==> config.mk <==
export PLATFORM = sky130hd
export DESIGN_NAME = grid_line_walk
export DESIGN_NICKNAME = d
export VERILOG_FILES = /design/src/hdl/glw_pkg.sv /design/src/hdl/grid_line_walk.sv /design/src/hdl/glw_cfg.sv /design/src/hdl/glw_step.sv
export SDC_FILE = /design/constraint.sdc
export NUM_CORES = 1
export LEC_CHECK = 0
export BUFFER_PORTS_ARGS = -buffer_cell sky130_fd_sc_hd__buf_2
export CELL_PAD_IN_SITES_DETAIL_PLACEMENT = 1
export CELL_PAD_IN_SITES_GLOBAL_PLACEMENT = 1
export CORE_ASPECT_RATIO = 0.6
export CORE_MARGIN = 2
export CORE_UTILIZATION = 44
export DETAILED_ROUTE_END_ITERATION = 6
export PLACE_DENSITY_LB_ADDON = 0.1
export RECOVER_POWER = 100
export SLEW_MARGIN = 20
export SYNTH_ARGS = -nofsm -noshare
export SYNTH_HDL_FRONTEND = slang
export SYNTH_SLANG_ARGS = --single-unit
==> constraint.sdc <==
create_clock -name clk -period 6.9 [get_ports clk]
set_input_delay 1.035 -clock clk [delete_from_list [all_inputs] [get_ports clk]]
set_output_delay 1.035 -clock clk [all_outputs]
set_load 0.01 [all_outputs]
==> src/hdl/glw_pkg.sv <==
// Shared types and constants for the grid line walker.
package glw_pkg;

  // Field widths
  localparam int COORD_W  = 5;
  localparam int DIM_W    = 6;
  localparam int DELTA_W  = 6;
  localparam int CROSS_W  = 8;
  // Error term: start value plus up to 62 scaled moves of at most 62 each
  localparam int ERR_W    = 13;
  localparam int CNT_W    = 6;

  // Walk limits
  localparam int RESULT_CAP = 63;
  localparam int ERR_SHIFT  = 1;  // error steps are scaled by two

  // Default grid limits
  localparam int DEF_MAX_WIDTH  = 32;
  localparam int DEF_MAX_HEIGHT = 32;
  localparam logic [DIM_W-1:0] GRID_RESET = 6'd32;

  // Register map: one 32-bit register every four bytes
  localparam int ADDR_W  = 3;
  localparam int REG_LSB = 2;
  localparam logic REG_GRID_WIDTH  = 1'b0;
  localparam logic REG_GRID_HEIGHT = 1'b1;

  typedef struct packed {
    logic [COORD_W-1:0] src_x;
    logic [COORD_W-1:0] src_y;
    logic [COORD_W-1:0] dst_x;
    logic [COORD_W-1:0] dst_y;
  } in_word_t;

  typedef struct packed {
    logic [COORD_W-1:0] cell_x;
    logic [COORD_W-1:0] cell_y;
    logic               last;
    logic               stop_reason;
  } out_word_t;

  // Grid bounds in use, already clipped to the build limits
  typedef struct packed {
    logic [DIM_W-1:0] width;
    logic [DIM_W-1:0] height;
  } bound_t;

  // Status from the step unit back to the sequencer
  typedef struct packed {
    logic signed [ERR_W-1:0] err_nxt;
    logic [COORD_W-1:0]      nxt_x;
    logic [COORD_W-1:0]      nxt_y;
    logic                    nxt_inside;
    logic                    cur_inside;
    logic                    at_target;
  } step_rsp_t;

endpackage

==> src/hdl/grid_line_walk.sv <==
// Top level: sequencer around the shared step unit and config registers.
//
//  channel | direction | handshake            | word
//  in      | input     | in_valid / in_stall  | in_data   (src and dst cell)
//  out     | output    | out_valid / out_stall| out_data  (cell, last, stop_reason)
//  cfg     | input     | psel/penable/pready  | paddr, pwdata, prdata
//
// An item is taken in IDLE, its error term and source check are done in INIT, then
// one cell leaves per cycle through the step unit while out is not stalled, at most
// 63 cells. A source outside the grid goes from INIT back to IDLE and gives no words.
// Reset clears the sequencer, the output valid and sets both grid registers to 32.
// A stall on out holds the walk; in is stalled for the whole walk.
module grid_line_walk #(
  parameter int MAX_WIDTH  = glw_pkg::DEF_MAX_WIDTH,
  parameter int MAX_HEIGHT = glw_pkg::DEF_MAX_HEIGHT
) (
  input  logic                        clk,
  input  logic                        rst_n,
  input  logic                        in_valid,
  output logic                        in_stall,
  input  glw_pkg::in_word_t           in_data,
  output logic                        out_valid,
  input  logic                        out_stall,
  output glw_pkg::out_word_t          out_data,
  input  logic                        psel,
  input  logic                        penable,
  input  logic                        pwrite,
  input  logic [glw_pkg::ADDR_W-1:0]  paddr,
  input  logic [31:0]                 pwdata,
  output logic [31:0]                 prdata,
  output logic                        pready
);
  import glw_pkg::*;

  localparam logic [1:0] ST_IDLE = 2'd0;
  localparam logic [1:0] ST_INIT = 2'd1;
  localparam logic [1:0] ST_WALK = 2'd2;

  logic [1:0]              state_r, state_nxt;
  in_word_t                req_r, req_nxt;
  logic [COORD_W-1:0]      cur_x_r, cur_x_nxt, cur_y_r, cur_y_nxt;
  logic signed [ERR_W-1:0] err_r, err_nxt;
  logic [CNT_W-1:0]        cnt_r, cnt_nxt;
  logic                    out_valid_r, out_valid_nxt;
  out_word_t               out_word_r, out_word_nxt;
  bound_t                  bound;
  step_rsp_t               rsp;

  glw_cfg #(
    .MAX_WIDTH  (MAX_WIDTH),
    .MAX_HEIGHT (MAX_HEIGHT)
  ) u_cfg (
    .clk     (clk),
    .rst_n   (rst_n),
    .psel    (psel),
    .penable (penable),
    .pwrite  (pwrite),
    .paddr   (paddr),
    .pwdata  (pwdata),
    .prdata  (prdata),
    .pready  (pready),
    .bound   (bound)
  );

  glw_step u_step (
    .init  (state_r == ST_INIT),
    .req   (req_r),
    .cur_x (cur_x_r),
    .cur_y (cur_y_r),
    .err   (err_r),
    .bound (bound),
    .rsp   (rsp)
  );

  assign in_stall  = (state_r != ST_IDLE);
  assign out_valid = out_valid_r;
  assign out_data  = out_word_r;

  // Sequencer
  always_comb begin
    state_nxt     = state_r;
    req_nxt       = req_r;
    cur_x_nxt     = cur_x_r;
    cur_y_nxt     = cur_y_r;
    err_nxt       = err_r;
    cnt_nxt       = cnt_r;
    out_valid_nxt = out_valid_r & out_stall;
    out_word_nxt  = out_word_r;
    case (state_r)
      ST_IDLE: begin
        if (in_valid) begin
          req_nxt   = in_data;
          cur_x_nxt = in_data.src_x;
          cur_y_nxt = in_data.src_y;
          state_nxt = ST_INIT;
        end
      end
      ST_INIT: begin
        // corner cross product seeds the error term
        err_nxt   = rsp.err_nxt;
        cnt_nxt   = '0;
        state_nxt = rsp.cur_inside ? ST_WALK : ST_IDLE;
      end
      ST_WALK: begin
        if (!out_valid_r || !out_stall) begin
          out_valid_nxt            = 1'b1;
          out_word_nxt.cell_x      = cur_x_r;
          out_word_nxt.cell_y      = cur_y_r;
          out_word_nxt.last        = 1'b0;
          out_word_nxt.stop_reason = 1'b0;
          if (rsp.at_target) begin
            out_word_nxt.last = 1'b1;
            state_nxt         = ST_IDLE;
          end else if (!rsp.nxt_inside) begin
            out_word_nxt.last        = 1'b1;
            out_word_nxt.stop_reason = 1'b1;
            state_nxt                = ST_IDLE;
          end else begin
            err_nxt   = rsp.err_nxt;
            cur_x_nxt = rsp.nxt_x;
            cur_y_nxt = rsp.nxt_y;
            cnt_nxt   = cnt_r + 1'b1;
            // word cap reached: end quietly
            if (cnt_r == CNT_W'(RESULT_CAP - 1)) begin
              state_nxt = ST_IDLE;
            end
          end
        end
      end
      default: state_nxt = ST_IDLE;
    endcase
  end

  // Control state
  always_ff @(posedge clk) begin
    if (!rst_n) begin
      state_r     <= ST_IDLE;
      out_valid_r <= 1'b0;
      cnt_r       <= '0;
    end else begin
      state_r     <= state_nxt;
      out_valid_r <= out_valid_nxt;
      cnt_r       <= cnt_nxt;
    end
  end

  // Payload
  always_ff @(posedge clk) begin
    req_r      <= req_nxt;
    cur_x_r    <= cur_x_nxt;
    cur_y_r    <= cur_y_nxt;
    err_r      <= err_nxt;
    out_word_r <= out_word_nxt;
  end

`ifndef ASSERT_OFF
  // accepted item goes to setup next
  a_accept_init: assert property (@(posedge clk) disable iff (!rst_n)
    (in_valid && !in_stall) |=> (state_r == ST_INIT))
    else $error("accepted item did not enter setup");

  // walk count stays below the word cap
  a_cnt_cap: assert property (@(posedge clk) disable iff (!rst_n)
    (state_r == ST_WALK) |-> (cnt_r < CNT_W'(RESULT_CAP)))
    else $error("walk count past cap");

  // a new word appears only out of the walk state
  a_emit_walk: assert property (@(posedge clk) disable iff (!rst_n)
    (!out_valid_r || !out_stall) && !(state_r == ST_WALK) |=> !out_valid_r)
    else $error("word emitted outside walk");

  // stop reason only on the final word
  a_reason_last: assert property (@(posedge clk) disable iff (!rst_n)
    (out_valid_r && out_word_r.stop_reason) |-> out_word_r.last)
    else $error("stop reason without last");
`endif

endmodule

==> src/hdl/glw_cfg.sv <==
// Configuration registers and clipped grid bounds for the line walker.
module glw_cfg #(
  parameter int MAX_WIDTH  = glw_pkg::DEF_MAX_WIDTH,
  parameter int MAX_HEIGHT = glw_pkg::DEF_MAX_HEIGHT
) (
  input  logic                        clk,
  input  logic                        rst_n,
  input  logic                        psel,
  input  logic                        penable,
  input  logic                        pwrite,
  input  logic [glw_pkg::ADDR_W-1:0]  paddr,
  input  logic [31:0]                 pwdata,
  output logic [31:0]                 prdata,
  output logic                        pready,
  output glw_pkg::bound_t             bound
);
  import glw_pkg::*;

  localparam logic [DIM_W-1:0] MAX_W = DIM_W'(MAX_WIDTH);
  localparam logic [DIM_W-1:0] MAX_H = DIM_W'(MAX_HEIGHT);

  logic [DIM_W-1:0] grid_width_r, grid_width_nxt;
  logic [DIM_W-1:0] grid_height_r, grid_height_nxt;
  logic             wr_en;
  logic             reg_sel;

  assign pready  = 1'b1;
  assign wr_en   = psel & penable & pwrite;
  assign reg_sel = paddr[REG_LSB];

  // Register write decode
  always_comb begin
    grid_width_nxt  = grid_width_r;
    grid_height_nxt = grid_height_r;
    if (wr_en) begin
      case (reg_sel)
        REG_GRID_WIDTH:  grid_width_nxt  = pwdata[DIM_W-1:0];
        REG_GRID_HEIGHT: grid_height_nxt = pwdata[DIM_W-1:0];
        default: ;
      endcase
    end
  end

  always_ff @(posedge clk) begin
    if (!rst_n) begin
      grid_width_r  <= GRID_RESET;
      grid_height_r <= GRID_RESET;
    end else begin
      grid_width_r  <= grid_width_nxt;
      grid_height_r <= grid_height_nxt;
    end
  end

  // Read back
  always_comb begin
    case (reg_sel)
      REG_GRID_WIDTH:  prdata = 32'(grid_width_r);
      REG_GRID_HEIGHT: prdata = 32'(grid_height_r);
      default:         prdata = '0;
    endcase
  end

  // Bounds in use: smaller of register and build limit
  assign bound.width  = (grid_width_r  < MAX_W) ? grid_width_r  : MAX_W;
  assign bound.height = (grid_height_r < MAX_H) ? grid_height_r : MAX_H;

endmodule

==> src/hdl/glw_step.sv <==
// Shared step unit: picks the move, updates the error term, checks bounds.
module glw_step (
  input  logic                         init,
  input  glw_pkg::in_word_t            req,
  input  logic [glw_pkg::COORD_W-1:0]  cur_x,
  input  logic [glw_pkg::COORD_W-1:0]  cur_y,
  input  logic signed [glw_pkg::ERR_W-1:0] err,
  input  glw_pkg::bound_t              bound,
  output glw_pkg::step_rsp_t           rsp
);
  import glw_pkg::*;

  localparam logic signed [1:0] P1 = 2'sb01;
  localparam logic signed [1:0] N1 = 2'sb11;
  localparam logic signed [1:0] Z0 = 2'sb00;

  logic signed [DELTA_W-1:0] dx, dy;
  logic                      dx_pos, dy_pos;
  logic signed [1:0]         kx, ky, ax, ay, bx, by, ux, uy;
  logic signed [CROSS_W-1:0] dx_ext, dy_ext, term_x, term_y, cr;
  logic signed [ERR_W-1:0]   cr_ext, base, addend;
  logic signed [COORD_W+1:0] nx, ny;

  // Deltas and quadrant
  assign dx = $signed({1'b0, req.dst_x}) - $signed({1'b0, req.src_x});
  assign dy = $signed({1'b0, req.dst_y}) - $signed({1'b0, req.src_y});
  assign dx_pos = !dx[DELTA_W-1] && (dx != '0);
  assign dy_pos = !dy[DELTA_W-1] && (dy != '0);

  // Corner, first and second step for each quadrant
  always_comb begin
    case ({dx_pos, dy_pos})
      2'b11: begin
        kx = P1; ky = P1; ax = P1; ay = Z0; bx = Z0; by = P1;
      end
      2'b10: begin
        kx = P1; ky = N1; ax = Z0; ay = N1; bx = P1; by = Z0;
      end
      2'b01: begin
        kx = N1; ky = P1; ax = Z0; ay = P1; bx = N1; by = Z0;
      end
      default: begin
        kx = N1; ky = N1; ax = N1; ay = Z0; bx = Z0; by = N1;
      end
    endcase
  end

  // Move choice: corner during setup, else by error sign (zero is diagonal)
  always_comb begin
    if (init) begin
      ux = kx; uy = ky;
    end else if (!err[ERR_W-1] && (err != '0)) begin
      ux = ax; uy = ay;
    end else if (err[ERR_W-1]) begin
      ux = bx; uy = by;
    end else begin
      ux = ax + bx; uy = ay + by;
    end
  end

  // Cross product of delta with unit move: dx*uy - dy*ux
  assign dx_ext = {{(CROSS_W-DELTA_W){dx[DELTA_W-1]}}, dx};
  assign dy_ext = {{(CROSS_W-DELTA_W){dy[DELTA_W-1]}}, dy};

  always_comb begin
    case (uy)
      P1:      term_y = dx_ext;
      N1:      term_y = -dx_ext;
      default: term_y = '0;
    endcase
    case (ux)
      P1:      term_x = dy_ext;
      N1:      term_x = -dy_ext;
      default: term_x = '0;
    endcase
  end

  assign cr     = term_y - term_x;
  assign cr_ext = {{(ERR_W-CROSS_W){cr[CROSS_W-1]}}, cr};

  // The one shared adder
  assign base        = init ? '0 : err;
  assign addend      = init ? cr_ext : (cr_ext <<< ERR_SHIFT);
  assign rsp.err_nxt = base + addend;

  // Next cell and bound checks
  assign nx = $signed({2'b00, cur_x}) + $signed({{COORD_W{ux[1]}}, ux});
  assign ny = $signed({2'b00, cur_y}) + $signed({{COORD_W{uy[1]}}, uy});

  assign rsp.nxt_x      = nx[COORD_W-1:0];
  assign rsp.nxt_y      = ny[COORD_W-1:0];
  assign rsp.nxt_inside = !nx[COORD_W+1] && (nx[COORD_W:0] < bound.width)
                       && !ny[COORD_W+1] && (ny[COORD_W:0] < bound.height);
  assign rsp.cur_inside = ({1'b0, cur_x} < bound.width)
                       && ({1'b0, cur_y} < bound.height);
  assign rsp.at_target  = (cur_x == req.dst_x) && (cur_y == req.dst_y);

endmodule

---- Yosys cells after proc, flatten, opt, wreduce, memory -nomap -nowiden ----
Cells that the tools add are included.
operators by class
  add/sub/neg operators ................... 11
  bitwise gates (word level) .............. 4
  equality and inequality tests ........... 17
  magnitude comparators ................... 6
  mux-type cells .......................... 46
  reductions and logical operators ........ 33
operators by type and width
  operator            number
  $pmux 32 s2         1
  $mux 13             4
  $mux 5              8
  $pmux 8 s2          2
  $mux 2              15
  $mux 6              5
  $pmux 13 s2         1
  $pmux 5 s2          2
  $neg 6->8           2
  $add 6x2->7         2
  $add 13x9->13       1
  $reduce_bool 13->1  1
  $lt 5x6->1          2
  $lt 6x6->1          2
  $lt 6x6->1 const B  2
  $pmux 2 s2          3
  $pmux 6 s2          1
  $reduce_bool 6->1   2
  $sub 5x5->6         2
  $eq 2x2->1 const B  5
  $eq 5x5->1          2
  $eq 2x1->1 const B  4
  $logic_and 1x1->1   8
  $mux 8              1
  other kinds (19)    39
word-level totals
  input port bits ......................... 62
  flip-flop bits (word level) ............. 76
  logic and storage cells ................. 133
  output and inout port bits .............. 47

---- Depth between registers and ports, before layout ----
  depth after elaboration ................. 19
  gate-level depth with buffers ........... 35
  depth with buffers taken out ............ 35

---- By module ----
Synthesis repeated with hierarchy kept, for this count alone.
second synthesis, totals
  cell total of the unflattened synthesis .. 640
  area, all modules ....................... 6037.0 sq um
modules (own cells, without submodules)
  module          cells an instance  sequential area each (sq um)  instances  area each (sq um)
  glw_step        394                0.0                           1          2854.0
  grid_line_walk  152                1831.8                        1          2326.0
  glw_cfg         94                 240.2                         1          857.1

---- Worst setup path before layout ----
No wires, ideal clock.
  path kind ............................... register to register
  from .................................... reg req_r[0] in the netlist's numbering
  to ...................................... reg err_r[12] (data pin)
  path buffers ............................ 0
  data required time ...................... 6.641 ns
  arrival ................................. 5.891 ns
  stages on the path, launching flop included .. 34
  clock period less this slack ............ 6.150 ns
  slack ................................... 0.750 ns
  library setup time ...................... 0.259 ns
  cell sequence ........................... edfxtp_1 > inv_1 > ha_1 > fa_1 > nand2b_1 > a21oi_2 > xor2_2 > o31ai_4 > ha_1 > and2_1 > nand4_1 > a211o_2 > nand2_4 > inv_1 > nand2_1 > xnor2_1 > nand2_1 > ha_1 > and2_1 > o21ai_0 > a31oi_1 > or2_2 > o311a_1 > o211ai_1 > xnor2_2 > nand2_1 > o21ai_0 > ha_1 > nand3_1 > o211ai_1 > o21ai_0 > nand2b_1 > a21oi_1 > xnor2_1
on the way
  longest elaborated chain between the ends .. 19
  elaborated cells on any way between the ends .. 37
  classes of those cells .................. add/sub: 6; eq/ne: 7; mux: 18; reduce/logical: 6
RTL lines
  what                                                         line                   text
  start, declared                                              grid_line_walk.sv:40   in_word_t req_r, req_nxt;
  start signal, assigned                                       grid_line_walk.sv:149  req_r <= req_nxt;
  $sub 5x5->6 (*)                                              glw_step.sv:26         assign dy = $signed({1'b0, req.dst_y}) - $signed({1'b0, req.src_y});
  $reduce_bool 6->1 / $logic_not 1->1 (equally long branches)  glw_step.sv:28         assign dy_pos = !dy[DELTA_W-1] && (dy != '0);
  $logic_and 1x1->1                                            glw_step.sv:28
  $eq 2x2->1 / $eq 2x1->1 (equally long branches)              glw_step.sv:32         case ({dx_pos, dy_pos})
  $reduce_or 2->1 (no line)                                    n/a
  $pmux 2 s2                                                   glw_step.sv:32
  $add 2x2->2                                                  glw_step.sv:57         ux = ax + bx; uy = ay + by;
  $mux 2                                                       glw_step.sv:54         end else if (err[ERR_W-1]) begin
  [... 4 more ...]                                             n/a
  $sub 8x8->8 (*)                                              glw_step.sv:78         assign cr = term_y - term_x;
  $mux 8                                                       glw_step.sv:83         assign addend = init ? cr_ext : (cr_ext <<< ERR_SHIFT);
  $add 13x9->13 (*)                                            glw_step.sv:84         assign rsp.err_nxt = base + addend;
  $mux 13                                                      grid_line_walk.sv:114  end else if (!rsp.nxt_inside) begin
  $mux 13                                                      grid_line_walk.sv:111  if (rsp.at_target) begin
  $mux 13                                                      grid_line_walk.sv:105  if (!out_valid_r || !out_stall) begin
  $pmux 13 s2 (*)                                              grid_line_walk.sv:89   case (state_r)
  via err_nxt[12]                                              grid_line_walk.sv:42   logic signed [ERR_W-1:0] err_r, err_nxt;
  end signal, assigned                                         grid_line_walk.sv:152  err_r <= err_nxt;
  end, declared                                                grid_line_walk.sv:42
The timed path passes the listed nets; every way through them passes the cells marked *. The select of a mux whose other input is x is not followed.
A chain may end at the register's enable or synchronous reset.

---- Worst setup path after layout ----
Ends and elaborated chain as after synthesis.

==> results.md <==
- Final Slew Violations: 0
- Hold depth: 2
- Final min period: 6.47 ns
- Synth Register Bits: 76
- Number of antenna violations at the first check in global routing: 0
- Via count: 4,585
- Area grow syn2layout: 14.1%
- DRT Pass-1 Iters: 4
- Hpwl dp: 12,500 um
- Worst-Margin Slew: 1.49 ns
- Cell count after synthesis: 622
- Register area share after synthesis: 35.0%
- Layout net count: 826
- TritonCTS clock tree: done
- Vias in the first global route: 4,709
- DR vias/cell: 5.29
- TNS Setup: 0 ns
- Hold_ws: 0.490 ns
- Max_slew headroom: 0.844%
- Critical path's largest stage delay: 0.45 ns
- Row count: 32
- Share of post-route cells with drive strength above 1: 13.8%
- Type of the worst min-delay path: reg2reg
- Core area: 0.0130 mm2
- Period utilization: 93.8%
- Distinct cell type count after synthesis: 62
- Clk root buf: clkbuf_16
- Fillers: 1,490
- Remaining Overflow, GRT: 0
- Die Y: 93.9 um
- Status: finished, final reports clean
- Number of synthesized flops with an enable pin: 55
- First-pass GRT wire length: 25,300 um
- CTS H-Tree Depth: 3
- # DRC: 0
- Mean area per synthesized cell: 9.53 um2
- CP arrival: 6.56 ns
- Worst-path fanout max: 11
- # IOs: 109
- Starting DRT DRC Count: 217
- Post-route ant nets: 0
- Clock Sinks: 76
- Crit path required time: 6.99 ns
- Port buffer count: 53
- Worst Hold Path EP: cnt_r[4]$_SDFFE_PN0P_
- Cell with the most instances on the worst path: ha_1
- Crit-path slowest cell: or3_1
- Worst R2R Start: req_r[0]$_DFFE_PP_
- Hold Crit Start: cnt_r[4]$_SDFFE_PN0P_
- Async SR Flop Fraction: 0%
- Ys flop type: edfxtp_1
- Clk Latency, worst-skew pair: 0.35 ns
- Reg2reg setup slack: 0.43 ns
- Final std cells w/o fill: 866
- Die Area: 0.0144 mm2
- Clock Skew: 0.0101 ns
- Synth Cell Area: 0.00593 mm2
- GP Congestion: 0.877
- Inst Count DP: 844
- Final hold vios: 0
- Die Wd: 154 um
- Final WL: 15,900 um
- Hold_buf cts: 0
- DR WL/cell: 18.4 um
- Synth warn: 0
- Clk slew on worst S/H paths: 0.07 ns
- F_max: 154 MHz
- ANT cells: 0
- Count of final setup violators: 0
- CTS Buf Count: 9
- GRT Util Overall: 22.8%
- Max Root-Sink Buffers: 2
- Critical path class: reg2reg
- Critical Path End Type: flip-flop
- R2r endpoint: err_r[12]$_DFFE_PP_
- FF-to-FF path depth: 30
- Largest net degree at the start of global routing: 25
- Starting density of the core: 45.5%
- Max-Cap Viols: 0
- Critical path startpoint category: flip-flop
==> timing repair <==
item | CTS | global route
setup endpoints to repair | 0 | 32
setup buffers | 0 | 6
gates resized for setup | 0 | 21
==> cells by family (layout without fill, tap and decap cells) <==
group           after synthesis  count (layout)  share of synthesized area, %
other cells                   2              28                         0.127
buf+inv                      82             130                          7.03
xor+xnor                     49              49                          7.94
fa+ha+maj                    73              73                          16.2
simple gates                210             210                          18.4
compound gates              112             112                          12.2
flops                        76              76                          35.0
mux                          18              18                          3.15
==> cells in the mapped netlist, types with 6 or more instances <==
master / instances / area share [%]
a21o_1: 8 / 1.0
a21oi_1: 34 / 2.9
and2_1: 16 / 1.7
buf_4: 27 / 3.4
clkbuf_1: 8 / 0.51
dfxtp_1: 21 / 7.1
edfxtp_1: 55 / 28
fa_1: 6 / 2.0
ha_1: 67 / 14
inv_1: 42 / 2.7
mux2i_1: 13 / 2.2
nand2_1: 70 / 4.4
nand2b_1: 11 / 1.2
nand3_1: 14 / 1.2
nor2_1: 39 / 2.5
nor2b_1: 20 / 2.1
nor3_1: 7 / 0.59
o21ai_0: 32 / 2.7
or3_1: 8 / 0.84
xnor2_1: 27 / 4.0
xor2_1: 18 / 2.7
==> sequential cells by signal, indices dropped and copies added (netlist names), named ones only <==
name and cells:
state_r 2, u_cfg.grid_height_r 6, err_r 12, out_valid 1
cnt_r 6, req_r 20, u_cfg.grid_width_r 6, cur_x_r 5
cur_y_r 5, out_data 12
==> cell type report <==
cell class	instances	area (um2)	share of cell area, %
inverters	44	165	2.44
flip-flops and latches	76	2070	30.6
multi-input cells	490	3630	53.7
repair buffers	70	350	5.18
well taps	170	213	3.15
clock buffers	10	239	3.53
clock inverters	6	93.8	1.39
==> per-stage QoR <==
step / area, um2 / util [%] / setup WS (ns)
global placement: 6330 / 48.7 / 0.323
detailed placement: 6330 / 48.7 / 0.0607
floorplan: 6020 / - / 0.750
global route: 6760 / 52.0 / -0.0201
finish: 6760 / 52.0 / 0.426
CTS: 6670 / 51.2 / 0.0142
==> worst max-delay path by stage <==
stage / cells past startpoint / endpoint / slack [ns] / from
final: 30 / err_r[12]$_DFFE_PP_ / 0.43 / req_r[0]$_DFFE_PP_
after global routing: 32 / err_r[12]$_DFFE_PP_ / -0.02 / req_r[0]$_DFFE_PP_
after floorplan: 33 / err_r[12]$_DFFE_PP_ / 0.75 / req_r[0]$_DFFE_PP_
after global placement: 31 / err_r[12]$_DFFE_PP_ / 0.32 / req_r[0]$_DFFE_PP_
after detailed placement: 31 / err_r[12]$_DFFE_PP_ / 0.06 / req_r[0]$_DFFE_PP_
after CTS: 32 / err_r[12]$_DFFE_PP_ / 0.01 / req_r[0]$_DFFE_PP_
==> metal layers <==
layer  up-vias  GRT usage [%]  routed length, um  share of wire [%]
met3         8           4.89                795                5.0
met5         -              0                  0                  0
li1       2256              -                  -                  -
met4         0           4.13                 90               0.57
met1      2211           33.8               8490                 53
met2       110           34.5               6520                 41
==> worst max-delay path, delay by kind of cell, from the launching register on <==
family                   cells  cell delay (ns)
AND/OR/NAND/NOR              8             1.65
flip-flops                   1             0.38
adder cells (fa/ha/maj)      5             1.45
AO/OA/AOI/OAI               11             1.95
XOR/XNOR                     3             0.34
buffers and inverters        3             0.44
==> cells in the final DEF, fill, tap and decap left out, types with 4 or more instances in the layout <==
master     netlist  routed
mux2i_1         13      13
nor2b_1         20      20
and2_1          16      15
a31oi_1          5       4
buf_4           27      16
o21ai_0         32      30
ha_1            67      65
nor3_1           7       5
o211ai_1         5       5
a21oi_1         34      30
a21o_1           8       8
edfxtp_1        55      55
inv_1           42      41
clkbuf_1         8      31
nand2_1         70      70
a21oi_2          2       6
o21bai_1         4       4
nand4_1          5       5
dfxtp_1         21      21
buf_2            0      22
fa_1             6       6
conb_1           2      28
or3_1            8       8
mux2_2           5       5
clkbuf_16        0       9
xnor2_1         27      27
xor2_1          18      17
nor2_1          39      38
nand2b_1        11      11
nand3_1         14      13
Power is not shown: default switching activity piles up to over one toggle a cycle in this logic, so the estimate is an artifact.
